<file path="src/hw/rtl/fdr_pkg.sv">
// Shared types, widths and codes of the gamma LED fader.
`default_nettype none
package fdr_pkg;

  localparam int NUM_CHANNELS_DEF = 8;
  localparam logic [2:0] DEF_GAMMA = 3'd3;

  // Stream widths
  localparam int IN_TDATA_W  = 104;
  localparam int OUT_TDATA_W = 40;
  localparam int OUT_PAD     = 4;

  // Item kinds carried in in_tuser
  localparam logic [1:0] MODE_START = 2'd0;
  localparam logic [1:0] MODE_STOP  = 2'd1;
  localparam logic [1:0] MODE_QUERY = 2'd2;
  localparam logic [1:0] MODE_TICK  = 2'd3;

  // Arithmetic widths: v^7 < 2^56, 255^6 < 2^48
  localparam int NUM_W = 56;
  localparam int DEN_W = 48;
  localparam int DVD_W = 58;
  localparam int DVS_W = 49;
  localparam int Q_W   = 8;

  typedef enum logic {
    AR_GAMMA,
    AR_DIV
  } ar_op_t;

  // One channel table entry
  typedef struct packed {
    logic [2:0]  gam;
    logic [31:0] dur;
    logic [31:0] st;
    logic [7:0]  cur;
    logic [7:0]  start;
    logic [7:0]  tgt;
    logic [7:0]  pin;
  } chan_t;

  localparam chan_t CHAN_RESET = '{gam: DEF_GAMMA, dur: 32'd0, st: 32'd0, cur: 8'd0,
                                   start: 8'd0, tgt: 8'd0, pin: 8'd0};

  // One result; pin lands in the lowest bits
  typedef struct packed {
    logic [7:0] cur;
    logic       act;
    logic       ok;
    logic [7:0] dl;
    logic       dv;
    logic [7:0] wl;
    logic       wv;
    logic [7:0] pin;
  } res_t;

endpackage
`default_nettype wire

</file>
<file path="src/hw/rtl/fdr_mem.sv">
// Channel table memory with per-entry written flags.
`default_nettype none
module fdr_mem #(
  parameter int DEPTH = fdr_pkg::NUM_CHANNELS_DEF,
  parameter int AW    = 3
) (
  input  wire logic            clk,
  input  wire logic            rst_n,
  input  wire logic            rd_en,
  input  wire logic [AW-1:0]   rd_addr,
  output fdr_pkg::chan_t       rd_data,
  input  wire logic            wr_en,
  input  wire logic [AW-1:0]   wr_addr,
  input  wire fdr_pkg::chan_t  wr_data
);

  fdr_pkg::chan_t mem [DEPTH];
  logic [DEPTH-1:0] wrt_r;
  fdr_pkg::chan_t rd_q_r;
  logic rd_w_r;

  // storage and registered read
  always_ff @(posedge clk) begin
    if (wr_en) begin
      mem[wr_addr] <= wr_data;
    end
    if (rd_en) begin
      rd_q_r <= mem[rd_addr];
    end
  end

  // written flags; unwritten entries read as reset contents
  always_ff @(posedge clk) begin
    if (!rst_n) begin
      wrt_r  <= '0;
      rd_w_r <= 1'b0;
    end else begin
      if (wr_en) begin
        wrt_r[wr_addr] <= 1'b1;
      end
      if (rd_en) begin
        rd_w_r <= wrt_r[rd_addr];
      end
    end
  end

  assign rd_data = rd_w_r ? rd_q_r : fdr_pkg::CHAN_RESET;

endmodule
`default_nettype wire

</file>
<file path="src/hw/rtl/fdr_div.sv">
// Restoring divider, one quotient bit per cycle, 8-bit quotient.
`default_nettype none
module fdr_div (
  input  wire logic                      clk,
  input  wire logic                      rst_n,
  input  wire logic                      start,
  input  wire logic [fdr_pkg::DVD_W-1:0] dividend,
  input  wire logic [fdr_pkg::DVS_W-1:0] divisor,
  output logic                           done,
  output logic [fdr_pkg::Q_W-1:0]        quot
);

  localparam int SD_W = fdr_pkg::DVS_W + fdr_pkg::Q_W - 1;
  localparam int CW   = $clog2(fdr_pkg::Q_W);

  logic [fdr_pkg::DVD_W-1:0] rem_r;
  logic [SD_W-1:0]           sd_r;
  logic [fdr_pkg::Q_W-1:0]   q_r;
  logic [CW-1:0]             cnt_r;
  logic                      busy_r;
  logic                      done_r;
  logic                      fits;

  assign fits = {{(fdr_pkg::DVD_W - SD_W){1'b0}}, sd_r} <= rem_r;

  // one compare-subtract a cycle, divisor shifted down
  always_ff @(posedge clk) begin
    if (!rst_n) begin
      busy_r <= 1'b0;
      done_r <= 1'b0;
    end else begin
      done_r <= 1'b0;
      if (start) begin
        rem_r  <= dividend;
        sd_r   <= {divisor, {(fdr_pkg::Q_W - 1){1'b0}}};
        cnt_r  <= CW'(fdr_pkg::Q_W - 1);
        busy_r <= 1'b1;
      end else if (busy_r) begin
        if (fits) begin
          rem_r <= rem_r - {{(fdr_pkg::DVD_W - SD_W){1'b0}}, sd_r};
        end
        q_r  <= {q_r[fdr_pkg::Q_W-2:0], fits};
        sd_r <= sd_r >> 1;
        cnt_r <= cnt_r - 1'b1;
        if (cnt_r == '0) begin
          busy_r <= 1'b0;
          done_r <= 1'b1;
        end
      end
    end
  end

  assign done = done_r;
  assign quot = q_r;

endmodule
`default_nettype wire

</file>
<file path="src/hw/rtl/fdr_arith.sv">
// Shared arithmetic unit: gamma power with rounding division, or plain division.
`default_nettype none
module fdr_arith (
  input  wire logic             clk,
  input  wire logic             rst_n,
  input  wire logic             start,
  input  wire fdr_pkg::ar_op_t  op,
  input  wire logic [7:0]       v,
  input  wire logic [2:0]       e,
  input  wire logic [40:0]      dvd,
  input  wire logic [31:0]      dvs,
  output logic                  done,
  output logic [7:0]            res
);

  typedef enum logic [1:0] {
    A_IDLE,
    A_POW,
    A_DIV
  } ast_t;

  ast_t state_r;
  logic [fdr_pkg::NUM_W-1:0] num_r;
  logic [fdr_pkg::DEN_W-1:0] den_r;
  logic [7:0]                v_r;
  logic [2:0]                k_r;
  logic                      dv_start_r;
  logic [fdr_pkg::DVD_W-1:0] dv_n_r;
  logic [fdr_pkg::DVS_W-1:0] dv_d_r;
  logic                      dv_done;
  logic [fdr_pkg::Q_W-1:0]   dv_q;
  logic                      done_r;
  logic [7:0]                res_r;
  logic [fdr_pkg::NUM_W+7:0] prod;

  assign prod = num_r * v_r;

  fdr_div u_div (
    .clk      (clk),
    .rst_n    (rst_n),
    .start    (dv_start_r),
    .dividend (dv_n_r),
    .divisor  (dv_d_r),
    .done     (dv_done),
    .quot     (dv_q)
  );

  // sequencer: power loop, then divide for gamma; divide alone for AR_DIV
  always_ff @(posedge clk) begin
    if (!rst_n) begin
      state_r    <= A_IDLE;
      dv_start_r <= 1'b0;
      done_r     <= 1'b0;
    end else begin
      dv_start_r <= 1'b0;
      done_r     <= 1'b0;
      unique case (state_r)
        A_IDLE: begin
          if (start) begin
            if (op == fdr_pkg::AR_DIV) begin
              dv_n_r     <= fdr_pkg::DVD_W'(dvd);
              dv_d_r     <= fdr_pkg::DVS_W'(dvs);
              dv_start_r <= 1'b1;
              state_r    <= A_DIV;
            end else if (v == 8'd0) begin
              res_r  <= 8'd0;
              done_r <= 1'b1;
            end else if (v == 8'hFF || e == 3'd0) begin
              res_r  <= 8'hFF;
              done_r <= 1'b1;
            end else begin
              num_r   <= fdr_pkg::NUM_W'(v);
              den_r   <= fdr_pkg::DEN_W'(1);
              v_r     <= v;
              k_r     <= e - 3'd1;
              state_r <= A_POW;
            end
          end
        end
        A_POW: begin
          if (k_r == 3'd0) begin
            // round(num/den) = (2num + den) / (2den)
            dv_n_r     <= fdr_pkg::DVD_W'({num_r, 1'b0}) + fdr_pkg::DVD_W'(den_r);
            dv_d_r     <= {den_r, 1'b0};
            dv_start_r <= 1'b1;
            state_r    <= A_DIV;
          end else begin
            num_r <= prod[fdr_pkg::NUM_W-1:0];
            den_r <= {den_r[fdr_pkg::DEN_W-9:0], 8'd0} - den_r;
            k_r   <= k_r - 3'd1;
          end
        end
        A_DIV: begin
          if (dv_done) begin
            res_r   <= dv_q;
            done_r  <= 1'b1;
            state_r <= A_IDLE;
          end
        end
        default: state_r <= A_IDLE;
      endcase
    end
  end

  assign done = done_r;
  assign res  = res_r;

endmodule
`default_nettype wire

</file>
<file path="src/hw/rtl/multichannel_gamma_led_fader_top.sv">
// Start/stop/query scan every channel of the table; a start that claims a free channel
//   also runs the gamma of the port level when port_level_valid is set.
// Tick: inactive channels are passed over, active channels are worked in the shared
//   arithmetic unit (power loop plus 8-step divider, run twice on a fade step).
// One item at a time; results leave through a one-deep output register.
// Reset (synchronous, rst_n low) idles the sequencer; table entries read as reset values.
`default_nettype none
module multichannel_gamma_led_fader_top #(
  parameter int NUM_CHANNELS = fdr_pkg::NUM_CHANNELS_DEF
) (
  input  wire logic                            clk,
  input  wire logic                            rst_n,
  // pin, target_level, duration_ms, gamma_exp, use_default_gamma, port_level,
  // port_level_valid, now_ms
  input  wire logic [fdr_pkg::IN_TDATA_W-1:0]  in_tdata,
  // mode
  input  wire logic [1:0]                      in_tuser,
  input  wire logic                            in_tvalid,
  output logic                                 in_tready,
  // out_pin, write_valid, write_level, done_valid, done_level, ok, is_active,
  // current_level
  output logic [fdr_pkg::OUT_TDATA_W-1:0]      out_tdata,
  output logic                                 out_tlast,
  output logic                                 out_tvalid,
  input  wire logic                            out_tready,
  input  wire logic [2:0]                      cfg_data,
  input  wire logic                            cfg_valid,
  output logic                                 cfg_ready
);

  localparam int AW = (NUM_CHANNELS > 1) ? $clog2(NUM_CHANNELS) : 1;
  localparam logic [AW-1:0] LAST_IDX = AW'(NUM_CHANNELS - 1);

  typedef enum logic [3:0] {
    S_IDLE,
    S_SC_RD,
    S_SC_EV,
    S_DEC,
    S_CLAIM,
    S_TK_SEL,
    S_TK_EV,
    S_TK_MUL,
    S_TK_DIV,
    S_TK_GAM,
    S_PUSH,
    S_FIN
  } st_t;

  st_t state_r;

  // item held for the whole walk
  logic [1:0]  mode_r;
  logic [7:0]  pin_r;
  logic [7:0]  tgt_r;
  logic [31:0] dur_r;
  logic [2:0]  g_r;
  logic [7:0]  port_r;
  logic        pv_r;
  logic [31:0] now_r;
  logic [2:0]  dgam_r;

  logic [AW-1:0]           idx_r;
  logic [NUM_CHANNELS-1:0] active_r;
  logic [NUM_CHANNELS-1:0] first_r;

  // scan results
  logic           hit_v_r;
  logic [AW-1:0]  hit_idx_r;
  fdr_pkg::chan_t hit_ent_r;
  logic           free_v_r;
  logic [AW-1:0]  free_idx_r;
  logic           seen_r;
  logic [7:0]     qcur_r;
  logic           qact_r;

  // tick work
  fdr_pkg::chan_t ent_r;
  logic           final_r;
  logic           fall_r;
  logic [39:0]    prod_r;

  // memory write port
  logic           wr_en_r;
  logic [AW-1:0]  wr_addr_r;
  fdr_pkg::chan_t wr_data_r;
  logic           rd_en;
  fdr_pkg::chan_t mem_rd;

  // arithmetic unit
  logic            ar_start_r;
  fdr_pkg::ar_op_t ar_op_r;
  logic [7:0]      ar_v_r;
  logic [2:0]      ar_e_r;
  logic [40:0]     ar_dvd_r;
  logic [31:0]     ar_dvs_r;
  logic            ar_done;
  logic [7:0]      ar_res;

  // results
  fdr_pkg::res_t res_r;
  fdr_pkg::res_t pend_r;
  logic          pend_v_r;
  fdr_pkg::res_t out_data_r;
  logic          out_valid_r;
  logic          out_last_r;

  logic          out_free;
  logic          match;
  logic [31:0]   el;
  logic          fall;
  logic [7:0]    lvl_dist;
  logic [7:0]    lin;

  assign out_free = !out_valid_r || out_tready;
  assign match    = mem_rd.pin == pin_r;
  assign el       = now_r - mem_rd.st;
  assign fall     = mem_rd.start > mem_rd.tgt;
  assign lvl_dist = fall ? (mem_rd.start - mem_rd.tgt) : (mem_rd.tgt - mem_rd.start);
  assign lin      = fall_r ? (ent_r.start - ar_res) : (ent_r.start + ar_res);
  assign rd_en    = (state_r == S_SC_RD) || (state_r == S_TK_SEL && active_r[idx_r]);

  fdr_mem #(
    .DEPTH (NUM_CHANNELS),
    .AW    (AW)
  ) u_mem (
    .clk     (clk),
    .rst_n   (rst_n),
    .rd_en   (rd_en),
    .rd_addr (idx_r),
    .rd_data (mem_rd),
    .wr_en   (wr_en_r),
    .wr_addr (wr_addr_r),
    .wr_data (wr_data_r)
  );

  fdr_arith u_arith (
    .clk   (clk),
    .rst_n (rst_n),
    .start (ar_start_r),
    .op    (ar_op_r),
    .v     (ar_v_r),
    .e     (ar_e_r),
    .dvd   (ar_dvd_r),
    .dvs   (ar_dvs_r),
    .done  (ar_done),
    .res   (ar_res)
  );

  // sequencer, table flags and output register
  always_ff @(posedge clk) begin
    if (!rst_n) begin
      state_r     <= S_IDLE;
      active_r    <= '0;
      first_r     <= '1;
      dgam_r      <= fdr_pkg::DEF_GAMMA;
      wr_en_r     <= 1'b0;
      ar_start_r  <= 1'b0;
      pend_v_r    <= 1'b0;
      out_valid_r <= 1'b0;
    end else begin
      wr_en_r    <= 1'b0;
      ar_start_r <= 1'b0;
      if (cfg_valid) begin
        dgam_r <= cfg_data;
      end
      if (out_tready) begin
        out_valid_r <= 1'b0;
      end
      unique case (state_r)
        S_IDLE: begin
          if (in_tvalid) begin
            mode_r   <= in_tuser;
            pin_r    <= in_tdata[7:0];
            tgt_r    <= in_tdata[15:8];
            dur_r    <= in_tdata[47:16];
            g_r      <= in_tdata[51] ? dgam_r : in_tdata[50:48];
            port_r   <= (in_tdata[67:60] != 8'd0) ? 8'hFF : in_tdata[59:52];
            pv_r     <= in_tdata[68];
            now_r    <= in_tdata[100:69];
            idx_r    <= '0;
            hit_v_r  <= 1'b0;
            free_v_r <= 1'b0;
            seen_r   <= 1'b0;
            qcur_r   <= 8'd0;
            qact_r   <= 1'b0;
            state_r  <= (in_tuser == fdr_pkg::MODE_TICK) ? S_TK_SEL : S_SC_RD;
          end
        end
        S_SC_RD: begin
          state_r <= S_SC_EV;
        end
        S_SC_EV: begin
          // first active match, first free channel, first holder of the pin
          if (active_r[idx_r] && match && !hit_v_r) begin
            hit_v_r   <= 1'b1;
            hit_idx_r <= idx_r;
            hit_ent_r <= mem_rd;
          end
          if (!active_r[idx_r] && !free_v_r) begin
            free_v_r   <= 1'b1;
            free_idx_r <= idx_r;
          end
          if (match && !seen_r) begin
            seen_r <= 1'b1;
            qcur_r <= mem_rd.cur;
          end
          if (match && active_r[idx_r]) begin
            qact_r <= 1'b1;
          end
          if (idx_r == LAST_IDX) begin
            state_r <= S_DEC;
          end else begin
            idx_r   <= idx_r + 1'b1;
            state_r <= S_SC_RD;
          end
        end
        S_DEC: begin
          res_r     <= '0;
          res_r.pin <= pin_r;
          state_r   <= S_PUSH;
          unique case (mode_r)
            fdr_pkg::MODE_START: begin
              if (hit_v_r) begin
                // re-target keeps the pin, restarts from the present level
                wr_en_r         <= 1'b1;
                wr_addr_r       <= hit_idx_r;
                wr_data_r       <= hit_ent_r;
                wr_data_r.start <= hit_ent_r.cur;
                wr_data_r.tgt   <= tgt_r;
                wr_data_r.dur   <= dur_r;
                wr_data_r.gam   <= g_r;
                wr_data_r.st    <= now_r;
                active_r[hit_idx_r] <= 1'b1;
                first_r[hit_idx_r]  <= 1'b1;
                res_r.ok <= 1'b1;
              end else if (free_v_r) begin
                if (pv_r) begin
                  ar_start_r <= 1'b1;
                  ar_op_r    <= fdr_pkg::AR_GAMMA;
                  ar_v_r     <= port_r;
                  ar_e_r     <= g_r;
                  state_r    <= S_CLAIM;
                end else begin
                  wr_en_r   <= 1'b1;
                  wr_addr_r <= free_idx_r;
                  wr_data_r <= '{gam: g_r, dur: dur_r, st: now_r, cur: 8'd0,
                                 start: 8'd0, tgt: tgt_r, pin: pin_r};
                  active_r[free_idx_r] <= 1'b1;
                  first_r[free_idx_r]  <= 1'b1;
                  res_r.ok <= 1'b1;
                end
              end
            end
            fdr_pkg::MODE_STOP: begin
              if (hit_v_r) begin
                active_r[hit_idx_r] <= 1'b0;
              end
              res_r.ok <= hit_v_r;
            end
            fdr_pkg::MODE_QUERY: begin
              res_r.act <= qact_r;
              res_r.cur <= qcur_r;
            end
            default: begin
              state_r <= S_FIN;
            end
          endcase
        end
        S_CLAIM: begin
          if (ar_done) begin
            wr_en_r   <= 1'b1;
            wr_addr_r <= free_idx_r;
            wr_data_r <= '{gam: g_r, dur: dur_r, st: now_r, cur: ar_res,
                           start: ar_res, tgt: tgt_r, pin: pin_r};
            active_r[free_idx_r] <= 1'b1;
            first_r[free_idx_r]  <= 1'b1;
            res_r.ok <= 1'b1;
            state_r  <= S_PUSH;
          end
        end
        S_TK_SEL: begin
          if (active_r[idx_r]) begin
            state_r <= S_TK_EV;
          end else if (idx_r == LAST_IDX) begin
            state_r <= S_FIN;
          end else begin
            idx_r <= idx_r + 1'b1;
          end
        end
        S_TK_EV: begin
          ent_r <= mem_rd;
          if (first_r[idx_r]) begin
            // first tick restarts the clock and shows the start level
            first_r[idx_r] <= 1'b0;
            wr_en_r      <= 1'b1;
            wr_addr_r    <= idx_r;
            wr_data_r    <= mem_rd;
            wr_data_r.st <= now_r;
            res_r        <= '0;
            res_r.pin    <= mem_rd.pin;
            res_r.wv     <= 1'b1;
            res_r.wl     <= mem_rd.start;
            state_r      <= S_PUSH;
          end else if (el >= mem_rd.dur) begin
            active_r[idx_r] <= 1'b0;
            final_r    <= 1'b1;
            ar_start_r <= 1'b1;
            ar_op_r    <= fdr_pkg::AR_GAMMA;
            ar_v_r     <= mem_rd.tgt;
            ar_e_r     <= mem_rd.gam;
            state_r    <= S_TK_GAM;
          end else begin
            final_r <= 1'b0;
            fall_r  <= fall;
            prod_r  <= 40'(lvl_dist) * 40'(el);
            state_r <= S_TK_MUL;
          end
        end
        S_TK_MUL: begin
          // falling fades round the step up
          ar_start_r <= 1'b1;
          ar_op_r    <= fdr_pkg::AR_DIV;
          ar_dvd_r   <= {1'b0, prod_r} + (fall_r ? {9'd0, ent_r.dur - 32'd1} : 41'd0);
          ar_dvs_r   <= ent_r.dur;
          state_r    <= S_TK_DIV;
        end
        S_TK_DIV: begin
          if (ar_done) begin
            ar_start_r <= 1'b1;
            ar_op_r    <= fdr_pkg::AR_GAMMA;
            ar_v_r     <= lin;
            ar_e_r     <= ent_r.gam;
            state_r    <= S_TK_GAM;
          end
        end
        S_TK_GAM: begin
          if (ar_done) begin
            wr_addr_r     <= idx_r;
            wr_data_r     <= ent_r;
            wr_data_r.cur <= ar_res;
            res_r         <= '0;
            res_r.pin     <= ent_r.pin;
            if (ar_res != ent_r.cur) begin
              wr_en_r  <= 1'b1;
              res_r.wv <= 1'b1;
              res_r.wl <= ar_res;
            end
            if (final_r) begin
              res_r.dv <= 1'b1;
              res_r.dl <= ent_r.tgt;
              state_r  <= S_PUSH;
            end else if (ar_res != ent_r.cur) begin
              state_r <= S_PUSH;
            end else if (idx_r == LAST_IDX) begin
              state_r <= S_FIN;
            end else begin
              idx_r   <= idx_r + 1'b1;
              state_r <= S_TK_SEL;
            end
          end
        end
        S_PUSH: begin
          // one result held back so the last one can be marked
          if (!pend_v_r || out_free) begin
            if (pend_v_r) begin
              out_data_r  <= pend_r;
              out_last_r  <= 1'b0;
              out_valid_r <= 1'b1;
            end
            pend_r   <= res_r;
            pend_v_r <= 1'b1;
            if (mode_r != fdr_pkg::MODE_TICK || idx_r == LAST_IDX) begin
              state_r <= S_FIN;
            end else begin
              idx_r   <= idx_r + 1'b1;
              state_r <= S_TK_SEL;
            end
          end
        end
        S_FIN: begin
          if (!pend_v_r) begin
            state_r <= S_IDLE;
          end else if (out_free) begin
            out_data_r  <= pend_r;
            out_last_r  <= 1'b1;
            out_valid_r <= 1'b1;
            pend_v_r    <= 1'b0;
            state_r     <= S_IDLE;
          end
        end
        default: state_r <= S_IDLE;
      endcase
    end
  end

  assign in_tready  = state_r == S_IDLE;
  assign cfg_ready  = 1'b1;
  assign out_tvalid = out_valid_r;
  assign out_tlast  = out_last_r;
  assign out_tdata  = {{fdr_pkg::OUT_PAD{1'b0}}, out_data_r};

endmodule
`default_nettype wire

</file>
<file path="config.mk">
export PLATFORM = sky130hd
export DESIGN_NAME = multichannel_gamma_led_fader_top
export DESIGN_NICKNAME = d
export VERILOG_FILES = /design/src/hw/rtl/fdr_pkg.sv /design/src/hw/rtl/fdr_mem.sv /design/src/hw/rtl/fdr_div.sv /design/src/hw/rtl/fdr_arith.sv /design/src/hw/rtl/multichannel_gamma_led_fader_top.sv
export SDC_FILE = /design/constraint.sdc
export NUM_CORES = 2
export LEC_CHECK = 0
export BUFFER_PORTS_ARGS = -buffer_cell sky130_fd_sc_hd__buf_4
export CAP_MARGIN = 10
export CORE_MARGIN = 2
export CORE_UTILIZATION = 66
export CTS_BUF_LIST = sky130_fd_sc_hd__clkbuf_8
export DETAILED_ROUTE_END_ITERATION = 6
export HOLD_SLACK_MARGIN = 0.1
export PLACE_DENSITY = 0.83
export SYNTH_ARGS = -nofsm -noshare
export SYNTH_HDL_FRONTEND = slang
export SYNTH_SLANG_ARGS = --single-unit
export TNS_END_PERCENT = 10
</file>
<file path="constraint.sdc">
create_clock -name clk -period 10.94 [get_ports clk]
set_input_delay 1.094 -clock clk [delete_from_list [all_inputs] [get_ports clk]]
set_output_delay 1.094 -clock clk [all_outputs]
set_load 0.05 [all_outputs]
</file>
==> impl_metrics.env <==
export IMPL_io_buffers=149
export IMPL_cp_slowest_cell="xor2_2"
export IMPL_async_reset_ff_share_pct=0
export IMPL_tns_ps=0
export IMPL_clock_latency_ps=1090
export IMPL_drt_met1_wl_um=102100
export IMPL_finalMaxSlewViolations=0
export IMPL_clk_path_buf_depth=4
export IMPL_yosysWarningCount=0
export IMPL_cts_resized=0
export IMPL_finalNetCount=9643
export IMPL_cp_num_buf_inv=2
export IMPL_hpwl_um=186500
export IMPL_end_kind="register"
export IMPL_grt_setup_unrepaired="no"
export IMPL_grt_overflow=0
export IMPL_worstPathRequired_ps=11790
export IMPL_crit_top_cell="fa_1"
export IMPL_rows=143
export IMPL_placed_cell_area_mm2=0.1046
export IMPL_dr_wl_met3_um=33250
export IMPL_status="completed"
export IMPL_grt_util_all_layers_pct=35.60
export IMPL_fin_skew_ps=157.4
export IMPL_slew_limit_headroom_pct=18.21
export IMPL_layout_setup_ws_ps=909.6
export IMPL_finalHoldViolCount=0
export IMPL_drt_iter0_markers=8795
export IMPL_yosysMostFrequentCell="edfxtp_1"
export IMPL_area_growth_pct=8.825
export IMPL_core_mm2=0.1521
export IMPL_grt_pass1_wl_um=422100
export IMPL_drtPass1Iterations=7
export IMPL_cts_setup_buffers=0
export IMPL_wl_um=278000
export IMPL_critPathArrivalTime_ps=10880
export IMPL_seq_area_frac_synth_pct=54.66
export IMPL_start_util_pct=66.51
export IMPL_ios=158
export IMPL_holdCritPathClass="primary input to register"
export IMPL_antenna_found_initial=11
export IMPL_worst_pin_slew_ps=1223
export IMPL_grt_pass1_vias=71350
export IMPL_htree_levels=5
export IMPL_pre_cts_slack_ps=1112
export IMPL_post_route_cell_area_mm2=0.1101
export IMPL_fp_dieH_um=395.5
export IMPL_max_stage_delay_ps=730
export IMPL_die_area_mm2=0.1564
export IMPL_dr_max_layer_used="met5"
export IMPL_crit_type="register to register"
export IMPL_yosys_top_cells_area="edfxtp_1, fa_1, ha_1"
export IMPL_synth_edf_count=1813
export IMPL_detail_route_antenna_nets=0
export IMPL_drv_cap=0
export IMPL_drive_gt1_share_pct=8.919
export IMPL_dr_wl_met2_um=128400
export IMPL_synth_ff_type="edfxtp_1"
export IMPL_setup_viol=0
export IMPL_avgSynthCellArea_um2=11.98
export IMPL_clkTransAtPathRegs_ps=70
export IMPL_max_freq_mhz=99.70
export IMPL_synth_area_leader_cell="edfxtp_1"
export IMPL_grt_max_degree=208
export IMPL_synthesis_area_mm2=0.1011
export IMPL_drc=0
export IMPL_netlist_top_cells_count="edfxtp_1, nand2_1, inv_1"
export IMPL_routedWlPerCell_um=25.53
export IMPL_via_per_inst=6.505
export IMPL_r2r_setup_slack_ps=910
export IMPL_syn_inst=8442
export IMPL_die_x_um=395.5
export IMPL_crit_path_max_fanout=41
export IMPL_fin_crit_sh_pct=91.69
export IMPL_utilization_pct=72.38
export IMPL_cp_start_kind="register"
export IMPL_synth_top_area_share_pct=53.83
export IMPL_clock_sinks=1855
export IMPL_root_buffer="clkbuf_8"
export IMPL_cp_top_family="compound AO/OA/AOI/OAI gates"
export IMPL_cts_made_buffers=307
export IMPL_cts_hold_buf=0
export IMPL_synth_seq_cells=1855
export IMPL_cts_tree="done"
export IMPL_ys_types=105
export IMPL_gp_congestion=0.9620
export IMPL_dr_total_vias=70860
export IMPL_fin_crit_ps=10030
worst paths after layout:
path | start | end | cells after the start
hold / removal | in_tdata[38] | dur_r[22]$_DFFE_PP_ | 1
setup / recovery | u_mem.rd_w_r$_SDFFE_PN0P_ | prod_r[29]$_DFFE_PP_ | 28
setup reg to reg | u_mem.rd_w_r$_SDFFE_PN0P_ | prod_r[29]$_DFFE_PP_ | 28
hold reg to reg | pend_r[11]$_DFFE_PP_ | out_tdata[11]$_DFFE_PP_ | 0
state kept, by name, indices dropped and copies added, names as in the netlist, 40 cells and up:
name	flops
u_arith.den_r	47
ent_r	99
u_mem.mem	792
u_arith.dv_d_r	49
prod_r	40
wr_data_r	99
u_arith.num_r	56
u_arith.dv_n_r	58
ar_dvd_r	41
u_arith.u_div.rem_r	58
u_arith.u_div.sd_r	56
u_mem.rd_q_r	99
cell families after synthesis:
kind of cell	after synthesis	synth area share, %
xor+xnor	312	2.702
compound gates	1800	12.11
other cells	2	0.007425
flops	1855	54.66
mux	40	0.4317
simple gates	2482	11.56
buf+inv	1069	3.997
fa+ha+maj	882	14.53
metrics by stage:
stage	std cells	hold WS, ps
4_1_cts	10890	118.3
3_3_place_gp	10370	406.2
6_report	10890	175.2
5_1_grt	10890	139.2
3_5_place_dp	10370	404.5
2_1_floorplan	8445	400.3
layout by cell type (no fill, tap or decap), types with 65 or more instances in the layout:
master       n
o21ai_0    365
ha_1       393
a221o_1     76
nand3_1     79
nand2b_1    89
xor2_1     126
nor3_1      86
and2_1     253
nand4_1    152
edfxtp_1  1813
nand2_1    913
clkbuf_8   315
nor2_1     591
xnor2_1    179
a21oi_1    322
a21o_1     191
inv_1      779
clkinv_1    65
fa_1       488
buf_4      257
a22oi_1    406
routing by layer:
metal  up-vias  track usage [%]
met5         -                0
met4         4            17.39
met3       779            8.004
met2      4674            55.69
met1     34610            47.54
li1      30790                -
final cells by class:
class / count / area [µm²]
Tap cell: 2030 / 2540
Clock buffer: 315 / 4335
Fill cell: 9910 / 42010
Timing Repair Buffer: 258 / 1949
Multi-Input combinational cell: 5521 / 42140
Clock inverter: 204 / 1157
Inverter: 704 / 2643
Antenna cell: 5 / 12.51
Sequential cell: 1855 / 55290
Power is left out: the tool's default activity adds up to more than one toggle a clock period on the data nets, which glitch-free logic cannot reach.
